$ cat config.mk
export PLATFORM = sky130hd
export DESIGN_NAME = hmac_sha1_engine
export DESIGN_NICKNAME = d
export VERILOG_FILES = /design/src/rtl/hs1_pkg.sv /design/src/rtl/hs1_round.sv /design/src/rtl/hmac_sha1_engine.sv
export SDC_FILE = /design/constraint.sdc
export NUM_CORES = 2
export LEC_CHECK = 0
export BUFFER_PORTS_ARGS = -buffer_cell sky130_fd_sc_hd__buf_2
export CAP_MARGIN = 20
export CORE_MARGIN = 2
export CORE_UTILIZATION = 40
export DETAILED_ROUTE_END_ITERATION = 8
export HOLD_SLACK_MARGIN = 0.1
export SYNTH_ARGS = -nofsm -noshare
export SYNTH_HDL_FRONTEND = slang
export SYNTH_HIERARCHICAL = 1
export SYNTH_SLANG_ARGS = --single-unit
$ cat constraint.sdc
create_clock -name clk -period 17.2 [get_ports clk]
set_clock_uncertainty 0.05 [all_clocks]
set_input_delay 5.16 -clock clk [delete_from_list [all_inputs] [get_ports clk]]
set_output_delay 5.16 -clock clk [all_outputs]
set_load 0.01 [all_outputs]
$ cat src/rtl/hs1_pkg.sv
// shared types, constants and functions for the hmac-sha1 engine
`default_nettype none
package hs1_pkg;

	localparam int NUM_KEY_REGS = 8;
	localparam int KEY_REG_W    = 64;
	localparam int KEY_IDX_W    = 3;
	localparam int WORD_W       = 32;

	localparam logic [31:0] IV0 = 32'h67452301;
	localparam logic [31:0] IV1 = 32'hEFCDAB89;
	localparam logic [31:0] IV2 = 32'h98BADCFE;
	localparam logic [31:0] IV3 = 32'h10325476;
	localparam logic [31:0] IV4 = 32'hC3D2E1F0;

	localparam logic [31:0] IPAD_WORD = 32'h36363636;
	localparam logic [31:0] OPAD_WORD = 32'h5C5C5C5C;
	localparam logic [7:0]  PAD_BYTE  = 8'h80;
	localparam logic [63:0] OUTER_BITS = 64'd672;
	localparam logic [63:0] KEY_BITS   = 64'd512;

	// sequencer states
	typedef enum logic [3:0] {
		ST_IDLE,
		ST_KEY_LOAD,
		ST_KEY_RUN,
		ST_BYTE,
		ST_PAD_80,
		ST_PAD_ZERO,
		ST_PAD_LEN,
		ST_OUTER_KEY,
		ST_OUTER_RUN,
		ST_EMIT
	} hs1_state_t;

	// control from sequencer to round unit
	typedef struct packed {
		logic        start;   // copy chain into work vars, begin 80 rounds
		logic        init_iv; // load chain with initial values
		logic        write_en;
		logic [3:0]  write_idx;
		logic [31:0] write_word;
	} hs1_ctl_t;

	// status from round unit
	typedef struct packed {
		logic busy;
	} hs1_sts_t;

	function automatic logic [31:0] rotl1(input logic [31:0] x);
		return {x[30:0], x[31]};
	endfunction

endpackage
`default_nettype wire

$ cat src/rtl/hs1_round.sv
// sha-1 compression: one round per cycle over a 16-word block buffer
`default_nettype none
module hs1_round (
	input  wire logic              clk,
	input  wire logic              arst_n,
	input  wire hs1_pkg::hs1_ctl_t ctl,
	output hs1_pkg::hs1_sts_t      sts,
	output logic [31:0]            chain [5]
);
	import hs1_pkg::*;

	logic [31:0] w_q [16];
	logic [31:0] h_q [5];
	logic [31:0] a_q, b_q, c_q, d_q, e_q;
	logic [6:0]  rnd_q;
	logic        busy_q;

	logic [31:0] w_cur, w_new, f, k, tmp;
	logic [3:0]  widx;

	// message schedule word for this round
	always_comb begin
		widx  = rnd_q[3:0];
		w_new = rotl1(w_q[4'(widx - 4'd3)] ^ w_q[4'(widx - 4'd8)] ^
			w_q[4'(widx - 4'd14)] ^ w_q[widx]);
		w_cur = (rnd_q < 7'd16) ? w_q[widx] : w_new;
	end

	// round function and constant
	always_comb begin
		if (rnd_q < 7'd20) begin
			f = (b_q & c_q) | (~b_q & d_q);
			k = 32'h5A827999;
		end else if (rnd_q < 7'd40) begin
			f = b_q ^ c_q ^ d_q;
			k = 32'h6ED9EBA1;
		end else if (rnd_q < 7'd60) begin
			f = (b_q & c_q) | (b_q & d_q) | (c_q & d_q);
			k = 32'h8F1BBCDC;
		end else begin
			f = b_q ^ c_q ^ d_q;
			k = 32'hCA62C1D6;
		end
		tmp = {a_q[26:0], a_q[31:27]} + f + e_q + k + w_cur;
	end

	// control: round counter and busy flag
	always_ff @(posedge clk or negedge arst_n) begin
		if (!arst_n) begin
			busy_q <= 1'b0;
			rnd_q  <= '0;
		end else if (ctl.start) begin
			busy_q <= 1'b1;
			rnd_q  <= '0;
		end else if (busy_q) begin
			rnd_q <= rnd_q + 7'd1;
			if (rnd_q == 7'd79)
				busy_q <= 1'b0;
		end
	end

	// chain hash
	always_ff @(posedge clk or negedge arst_n) begin
		if (!arst_n) begin
			h_q <= '{IV0, IV1, IV2, IV3, IV4};
		end else if (ctl.init_iv) begin
			h_q <= '{IV0, IV1, IV2, IV3, IV4};
		end else if (busy_q && rnd_q == 7'd79) begin
			h_q[0] <= h_q[0] + tmp;
			h_q[1] <= h_q[1] + a_q;
			h_q[2] <= h_q[2] + {b_q[1:0], b_q[31:2]};
			h_q[3] <= h_q[3] + c_q;
			h_q[4] <= h_q[4] + d_q;
		end
	end

	// working variables
	always_ff @(posedge clk or negedge arst_n) begin
		if (!arst_n) begin
			{a_q, b_q, c_q, d_q, e_q} <= '0;
		end else if (ctl.start) begin
			{a_q, b_q, c_q, d_q, e_q} <= {h_q[0], h_q[1], h_q[2], h_q[3], h_q[4]};
		end else if (busy_q) begin
			e_q <= d_q;
			d_q <= c_q;
			c_q <= {b_q[1:0], b_q[31:2]};
			b_q <= a_q;
			a_q <= tmp;
		end
	end

	// block buffer: loaded by the sequencer, rewritten by the schedule
	always_ff @(posedge clk) begin
		if (ctl.write_en)
			w_q[ctl.write_idx] <= ctl.write_word;
		else if (busy_q && rnd_q >= 7'd16)
			w_q[widx] <= w_new;
	end

	assign sts.busy = busy_q;
	assign chain    = h_q;

	a_no_start_busy: assert property (@(posedge clk) disable iff (!arst_n)
		busy_q |-> !ctl.start) else $error("start while busy");
	a_no_write_busy: assert property (@(posedge clk) disable iff (!arst_n)
		busy_q |-> !ctl.write_en) else $error("block write while busy");
	a_rnd_range: assert property (@(posedge clk) disable iff (!arst_n)
		busy_q |-> rnd_q <= 7'd79) else $error("round out of range");

endmodule
`default_nettype wire

$ cat src/rtl/hmac_sha1_engine.sv
// top level: hmac-sha1 sequencer, key registers and output word select
//
// channel  | direction | handshake        | payload
// cfg      | in        | cfg_we           | cfg_idx, cfg_data
// in       | in        | in_valid/ready   | data_byte, byte_valid, message_end
// out      | out       | out_valid/ready  | digest_word, last_word
//
// a data byte is merged into the block buffer and, when it closes a 64-byte block,
// starts a compression; the first item of a message first loads and runs the inner
// key block. the end marker runs padding (1 to 2 blocks, one pad byte per cycle
// while the round unit is idle) and the outer pass (the outer key block, then 5 word
// writes, 44 pad bytes and a compression); all passes share the one round unit.
// five digest items leave in order; the output stall holds the sequencer.
// asynchronous reset returns to the idle state with zero keys and no key block run.
`default_nettype none
module hmac_sha1_engine (
	input  wire logic        clk,
	input  wire logic        arst_n,
	input  wire logic        cfg_we,
	input  wire logic [2:0]  cfg_idx,
	input  wire logic [63:0] cfg_data,
	input  wire logic        in_valid,
	output logic             in_ready,
	input  wire logic [7:0]  data_byte,
	input  wire logic        byte_valid,
	input  wire logic        message_end,
	output logic             out_valid,
	input  wire logic        out_ready,
	output logic [31:0]      digest_word,
	output logic             last_word
);
	import hs1_pkg::*;

	hs1_state_t  state_q, state_d;
	hs1_ctl_t    ctl;
	hs1_sts_t    sts;
	logic [31:0] chain [5];

	logic [63:0] key_q [NUM_KEY_REGS];
	logic [63:0] bits_q, bits_d;
	logic [5:0]  pos_q, pos_d;
	logic        kdone_q, kdone_d;
	logic        outer_q, outer_d;
	logic [3:0]  cnt_q, cnt_d;
	logic        end_q, end_d;
	logic [7:0]  byte_q, byte_d;
	logic [31:0] part_q, part_d;
	logic [31:0] inner_q [5];
	logic        cap_inner;
	logic [2:0]  oidx_q, oidx_d;
	logic        bv_q;

	logic [7:0]  pb;
	logic [63:0] len;
	logic [31:0] kw, merged;

	hs1_round u_round (
		.clk   (clk),
		.arst_n(arst_n),
		.ctl   (ctl),
		.sts   (sts),
		.chain (chain)
	);

	// key registers
	always_ff @(posedge clk or negedge arst_n) begin
		if (!arst_n)
			for (int i = 0; i < NUM_KEY_REGS; i++) key_q[i] <= '0;
		else if (cfg_we)
			key_q[cfg_idx] <= cfg_data;
	end

	// key word for the current block slot, length source and byte merge
	always_comb begin
		kw = cnt_q[0] ? key_q[cnt_q[3:1]][31:0] : key_q[cnt_q[3:1]][63:32];
		len = outer_q ? OUTER_BITS : bits_q;
		merged = part_q;
		unique case (pos_q[1:0])
			2'd0: merged[31:24] = pb;
			2'd1: merged[23:16] = pb;
			2'd2: merged[15:8]  = pb;
			default: merged[7:0] = pb;
		endcase
	end

	// sequencer state register
	always_ff @(posedge clk or negedge arst_n) begin
		if (!arst_n) begin
			state_q <= ST_IDLE;
			bits_q  <= '0;
			pos_q   <= '0;
			kdone_q <= 1'b0;
			outer_q <= 1'b0;
			cnt_q   <= '0;
			end_q   <= 1'b0;
			oidx_q  <= '0;
		end else begin
			state_q <= state_d;
			bits_q  <= bits_d;
			pos_q   <= pos_d;
			kdone_q <= kdone_d;
			outer_q <= outer_d;
			cnt_q   <= cnt_d;
			end_q   <= end_d;
			oidx_q  <= oidx_d;
		end
	end

	// payload registers
	always_ff @(posedge clk) begin
		byte_q <= byte_d;
		part_q <= part_d;
		if (cap_inner) inner_q <= chain;
	end

	// remember whether the pending item carries a byte
	always_ff @(posedge clk or negedge arst_n) begin
		if (!arst_n) bv_q <= 1'b0;
		else if (in_valid && in_ready) bv_q <= byte_valid;
	end

	// next state and round unit control
	always_comb begin
		state_d   = state_q;
		bits_d    = bits_q;
		pos_d     = pos_q;
		kdone_d   = kdone_q;
		outer_d   = outer_q;
		cnt_d     = cnt_q;
		end_d     = end_q;
		oidx_d    = oidx_q;
		byte_d    = byte_q;
		part_d    = part_q;
		cap_inner = 1'b0;
		ctl       = '0;
		in_ready  = 1'b0;
		out_valid = 1'b0;
		pb        = byte_q;
		unique case (state_q)
			ST_IDLE: begin
				in_ready = !sts.busy;
				if (in_valid && in_ready && (byte_valid || message_end)) begin
					byte_d = data_byte;
					end_d  = message_end;
					if (!kdone_q) begin
						ctl.init_iv = 1'b1;
						cnt_d   = '0;
						state_d = ST_KEY_LOAD;
					end else if (byte_valid) begin
						state_d = ST_BYTE;
					end else begin
						state_d = ST_PAD_80;
					end
					if (byte_valid) bits_d = bits_q + 64'd8;
				end
			end
			ST_KEY_LOAD, ST_OUTER_KEY: begin
				if (!sts.busy) begin
					ctl.write_en   = 1'b1;
					ctl.write_idx  = cnt_q;
					ctl.write_word = kw ^ ((state_q == ST_OUTER_KEY) ? OPAD_WORD : IPAD_WORD);
					cnt_d = cnt_q + 4'd1;
					if (cnt_q == 4'd15) begin
						ctl.start = 1'b1;
						state_d = (state_q == ST_OUTER_KEY) ? ST_OUTER_RUN : ST_KEY_RUN;
					end
				end
			end
			ST_KEY_RUN: begin
				if (!sts.busy) begin
					kdone_d = 1'b1;
					pos_d   = '0;
					bits_d  = bits_q + KEY_BITS;
					state_d = bv_q ? ST_BYTE : ST_PAD_80;
				end
			end
			ST_OUTER_RUN: begin
				if (!sts.busy) begin
					cnt_d   = '0;
					pos_d   = 6'd20;
					state_d = ST_PAD_80;
				end
			end
			ST_BYTE, ST_PAD_80, ST_PAD_ZERO, ST_PAD_LEN: begin
				if (!sts.busy) begin
					// inner digest words go in after the outer key block
					if (outer_q && cnt_q < 4'd5 && state_q == ST_PAD_80) begin
						ctl.write_en   = 1'b1;
						ctl.write_idx  = cnt_q;
						ctl.write_word = inner_q[cnt_q[2:0]];
						cnt_d = cnt_q + 4'd1;
					end else begin
						unique case (state_q)
							ST_BYTE:     pb = byte_q;
							ST_PAD_80:   pb = PAD_BYTE;
							ST_PAD_ZERO: pb = 8'h00;
							default:     pb = len[6'(6'd56 - {cnt_q[2:0], 3'd0}) +: 8];
						endcase
						part_d = merged;
						if (pos_q[1:0] == 2'd3) begin
							ctl.write_en   = 1'b1;
							ctl.write_idx  = pos_q[5:2];
							ctl.write_word = merged;
						end
						pos_d = pos_q + 6'd1;
						if (pos_q == 6'd63) ctl.start = 1'b1;
						unique case (state_q)
							ST_BYTE: state_d = end_q ? ST_PAD_80 : ST_IDLE;
							ST_PAD_80: begin
								state_d = (pos_q + 6'd1 == 6'd56) ? ST_PAD_LEN : ST_PAD_ZERO;
								cnt_d = '0;
							end
							ST_PAD_ZERO: state_d = (pos_q + 6'd1 == 6'd56) ? ST_PAD_LEN
								: ST_PAD_ZERO;
							default: begin
								cnt_d = cnt_q + 4'd1;
								if (cnt_q == 4'd7) state_d = outer_q ? ST_EMIT : ST_OUTER_KEY;
							end
						endcase
						if (state_q == ST_PAD_LEN && cnt_q == 4'd7 && !outer_q) begin
							cnt_d = '0;
							outer_d = 1'b1;
						end
					end
				end
			end
			ST_EMIT: begin
				out_valid = !sts.busy;
				if (out_valid && out_ready) begin
					oidx_d = oidx_q + 3'd1;
					if (oidx_q == 3'd4) begin
						oidx_d  = '0;
						state_d = ST_IDLE;
						kdone_d = 1'b0;
						outer_d = 1'b0;
						bits_d  = '0;
						pos_d   = '0;
						ctl.init_iv = 1'b1;
					end
				end
			end
			default: state_d = ST_IDLE;
		endcase
		// capture inner digest and reload iv when outer key block starts
		if (state_q == ST_OUTER_KEY && cnt_q == 4'd0 && !sts.busy) begin
			cap_inner   = 1'b1;
			ctl.init_iv = 1'b1;
		end
	end

	assign digest_word = chain[oidx_q];
	assign last_word   = (oidx_q == 3'd4);

	a_ready_idle: assert property (@(posedge clk) disable iff (!arst_n)
		in_ready |-> state_q == ST_IDLE) else $error("ready outside idle");
	a_emit_quiet: assert property (@(posedge clk) disable iff (!arst_n)
		out_valid |-> !in_ready) else $error("output and input at once");
	a_last_wrap: assert property (@(posedge clk) disable iff (!arst_n)
		(out_valid && out_ready && last_word) |=> state_q == ST_IDLE)
		else $error("no return to idle after last word");

endmodule
`default_nettype wire

==> flow_summary.json <==
{
  "grt_setup_unrepaired": "no",
  "synth_common_cells": "dfrtp_1 (842), edfxtp_1 (704), nand2_1 (612)",
  "run_status": "completed",
  "fraction_of_power_consumed_by_sequential_logic_pct": 49.4,
  "highest-signal-layer": "met5",
  "chipHeight_um": 488,
  "layout-area-overhead-vs-synth_pct": 11.1,
  "post-route-drc-count": 0,
  "clk_root_buffer_cell": "clkbuf_16",
  "synth.top_cells.by_area": "edfxtp_1 (23%), dfrtp_1 (23%), mux4_2 (14%)",
  "final_min_period_over_clock_period_pct": 67.8,
  "drt_first_pass_iters": 6,
  "cts-root-to-sink-buffers": 3,
  "post_cts_hold_buffer_count": 0,
  "yosys.cell_count.top_type": "dfrtp_1",
  "cts_resized": 0,
  "yosys.area.top_type": "edfxtp_1",
  "maximum_number_of_pins_on_one_net_before_global_route_repair": 224,
  "timing_max_transition_violations_final": 0,
  "post_synth_inst_count": 7276,
  "worstPathRequired_ns": 17.93,
  "max_stage_delay_ns": 0.82,
  "hold_path_class": "reg2reg",
  "utilization_pct": 44.7,
  "grt_total_usage_pct": 25.0,
  "globalRoute.totalOverflow": 0,
  "globalplace.congestion": 0.928,
  "finished_layout_cell_area_um2": 104000,
  "synth_sequential_area_ratio_pct": 47.4,
  "yosys_warnings": 6,
  "synthDominantCellAreaShare_pct": 22.6,
  "synth_area_per_cell_um2": 12.9,
  "crit_start": "u_round/rnd_q[1]",
  "buffer_ports.inserted": 116,
  "leakagePower_nw": 40.1,
  "cellInternalPower_mw": 6.91,
  "syn_nets": 7694,
  "setup_total_negative_slack_ns": 0,
  "max_clock_freq_mhz": 85.8,
  "power_switching_mw": 2.04,
  "netlist-cell-type-count": 95,
  "postSynth.asyncResetShare_pct": 56.7,
  "element_type_at_the_critical_path_start": "flop",
  "crit_slowest_cell": "a2111oi_0",
  "htree_levels": 4,
  "layout-drive-gt1-share_pct": 25.2,
  "fin_nets": 7714,
  "antenna_violating_nets_left": 0,
  "switching_share_pct": 22.8,
  "grt_antenna_before_repair": 28,
  "wl_met1_um": 128000,
  "postSynth.topFlopCell": "dfrtp_1",
  "regToRegSetupSlack_ns": 5.55,
  "timing_worst_slew_pin_value_ns": 1.36,
  "period_needed_ns": 11.65,
  "clock_tree_from_tritoncts": "built",
  "core_region_area_um2": 233000,
  "rows": 177,
  "grt_pass1_vias": 64800,
  "initial_utilization_pct": 40.2,
  "pwr_density_cell_nw_per_um2": 86.0,
  "post_dp_cell_area_um2": 97800,
  "ys_ff_latch": 1626,
  "cts_sinks": 1626,
  "post_synth_edffs": 704,
  "path_class": "reg2reg",
  "wl_met2_um": 135000,
  "die-width_um": 488,
  "number_of_violations_reported_at_the_end_of_detailed_routing_iteration_0": 7375,
  "power.share.combinational_pct": 5.7,
  "die_area_um2": 238000,
  "postCtsSetupBuffers": 0,
  "endpoint_kind": "flop",
  "worstSkewPairLatency_ns": 0.87,
  "floorplan.io_pins": 117,
  "finalWirelength_um": 300000,
  "max_cap_violations": 0,
  "critical_path.reg2reg.startpoint": "u_round/rnd_q[1]",
  "largest_fanout_on_the_critical_path": 52,
  "crit_family": "compound AO/OA/AOI/OAI gates",
  "grt_pass1_wl_um": 444000,
  "min_from": "key_q[25]",
  "post_drt_via_cell_ratio": 6.27,
  "timing_hold_violations_final": 0,
  "arrival_ns": 12.38,
  "clock_power_share_pct": 44.9,
  "max_slew_margin_pct": 8.27,
  "vdd.ir_drop.worst_mv": 0.0785,
  "met3_wirelength_um": 25200,
  "mappedNetlistArea_um2": 93600,
  "number_of_buffers_and_inverters_on_the_critical_path": 2,
  "clk_transition_reported_paths_ns": 0.06,
  "dpl.hpwl_um": 199000,
  "report.final.setup_viol": 0,
  "wl_per_cell_um": 28.5,
  "cts_made_buffers": 178,
  "detailroute.via_count": 65900
}
## metal layers
metal | GRT usage (%) | vias up
li1 | - | 27900
met1 | 35.7 | 34300
met2 | 38.2 | 3092
met3 | 4.37 | 520
met4 | 8.84 | 18
met5 | 0 | -
## final cells by class
| class | count | area [um2] |
|---|---|---|
| Clock buffer | 238 | 4990 |
| Sequential cell | 1626 | 44300 |
| Tap cell | 3043 | 3810 |
| Fill cell | 20800 | 129000 |
| Multi-Input combinational cell | 4972 | 46800 |
| Clock inverter | 95 | 1160 |
| Inverter | 223 | 837 |
| Timing Repair Buffer | 295 | 2050 |
| Antenna cell | 9 | 22.5 |
## path summary, 6_finish.rpt
kind,depth (start not counted),to
max in group asynchronous,3,u_round/rnd_q[1]
min in group asynchronous,1,key_q[269]
worst min-delay path,1,key_q[25]
worst min register to register,1,key_q[25]
worst max-delay path,29,u_round/chain[159]
worst max register to register,29,u_round/chain[159]
## cell families (layout without fill, tap and decap cells)
kind of cell | count (synthesis) | after routing | synth area share, %
other | 0 | 9 | 0
buffers and inverters | 678 | 851 | 2.94
flip-flops | 1626 | 1626 | 47.4
XOR/XNOR | 245 | 245 | 2.32
AND/OR/NAND/NOR | 1433 | 1433 | 7.18
multiplexers | 1537 | 1537 | 25.1
AO/OA/AOI/OAI | 1421 | 1421 | 9.61
adder cells (fa/ha/maj) | 336 | 336 | 5.50
## placed cells by master (no fill, tap or decap), drive strengths merged, types with 26 or more instances in the layout
| cell type | count |
|---|---|
| o31ai | 48 |
| dfrtp | 842 |
| inv | 230 |
| and3 | 33 |
| xor2 | 60 |
| a21o | 84 |
| ha | 211 |
| mux2 | 526 |
| nand2b | 67 |
| xnor2 | 184 |
| dfstp | 80 |
| nand3 | 100 |
| mux2i | 416 |
| a221oi | 26 |
| or3 | 32 |
| nand2 | 613 |
| clkbuf | 240 |
| buf | 293 |
| clkinv | 65 |
| nand4 | 45 |
| fa | 125 |
| o21ai | 406 |
| mux4 | 595 |
| o22ai | 65 |
| o221ai | 53 |
| nor2 | 309 |
| a31oi | 70 |
| o21a | 41 |
| nor3 | 59 |
| a21oi | 326 |
| a211oi | 43 |
| o211ai | 65 |
| edfxtp | 704 |
| nor2b | 32 |
## state kept, by name, indices dropped and copies added (netlist names), 61 cells and up
| signal | cells |
|---|---|
| u_round/chain | 160 |
| key_q | 512 |
| u_round/w_q | 512 |
| bits_q | 61 |
| inner_q | 160 |
## power groups by stage
stage	sequential [mW]	clock [mW]	combinational, mW
finish	4.42	4.02	0.514
global route	4.45	4.23	0.562
CTS	4.42	4.08	0.520
detailed placement	4.49	0	0.518
global placement	4.47	0	0.497
floorplan	4.45	0	0.373
## through the flow
step,power (mW),setup slack (ns),hold WS (ns),cells
finish,8.95,5.55,0.449,10500
global route,9.25,5.05,0.460,10500
CTS,9.02,5.78,0.451,10500
detailed placement,5.01,5.81,0.437,10200
global placement,4.97,5.94,0.431,10200
floorplan,4.82,3.37,0.414,7276
(Power assumes the default switching activity.)
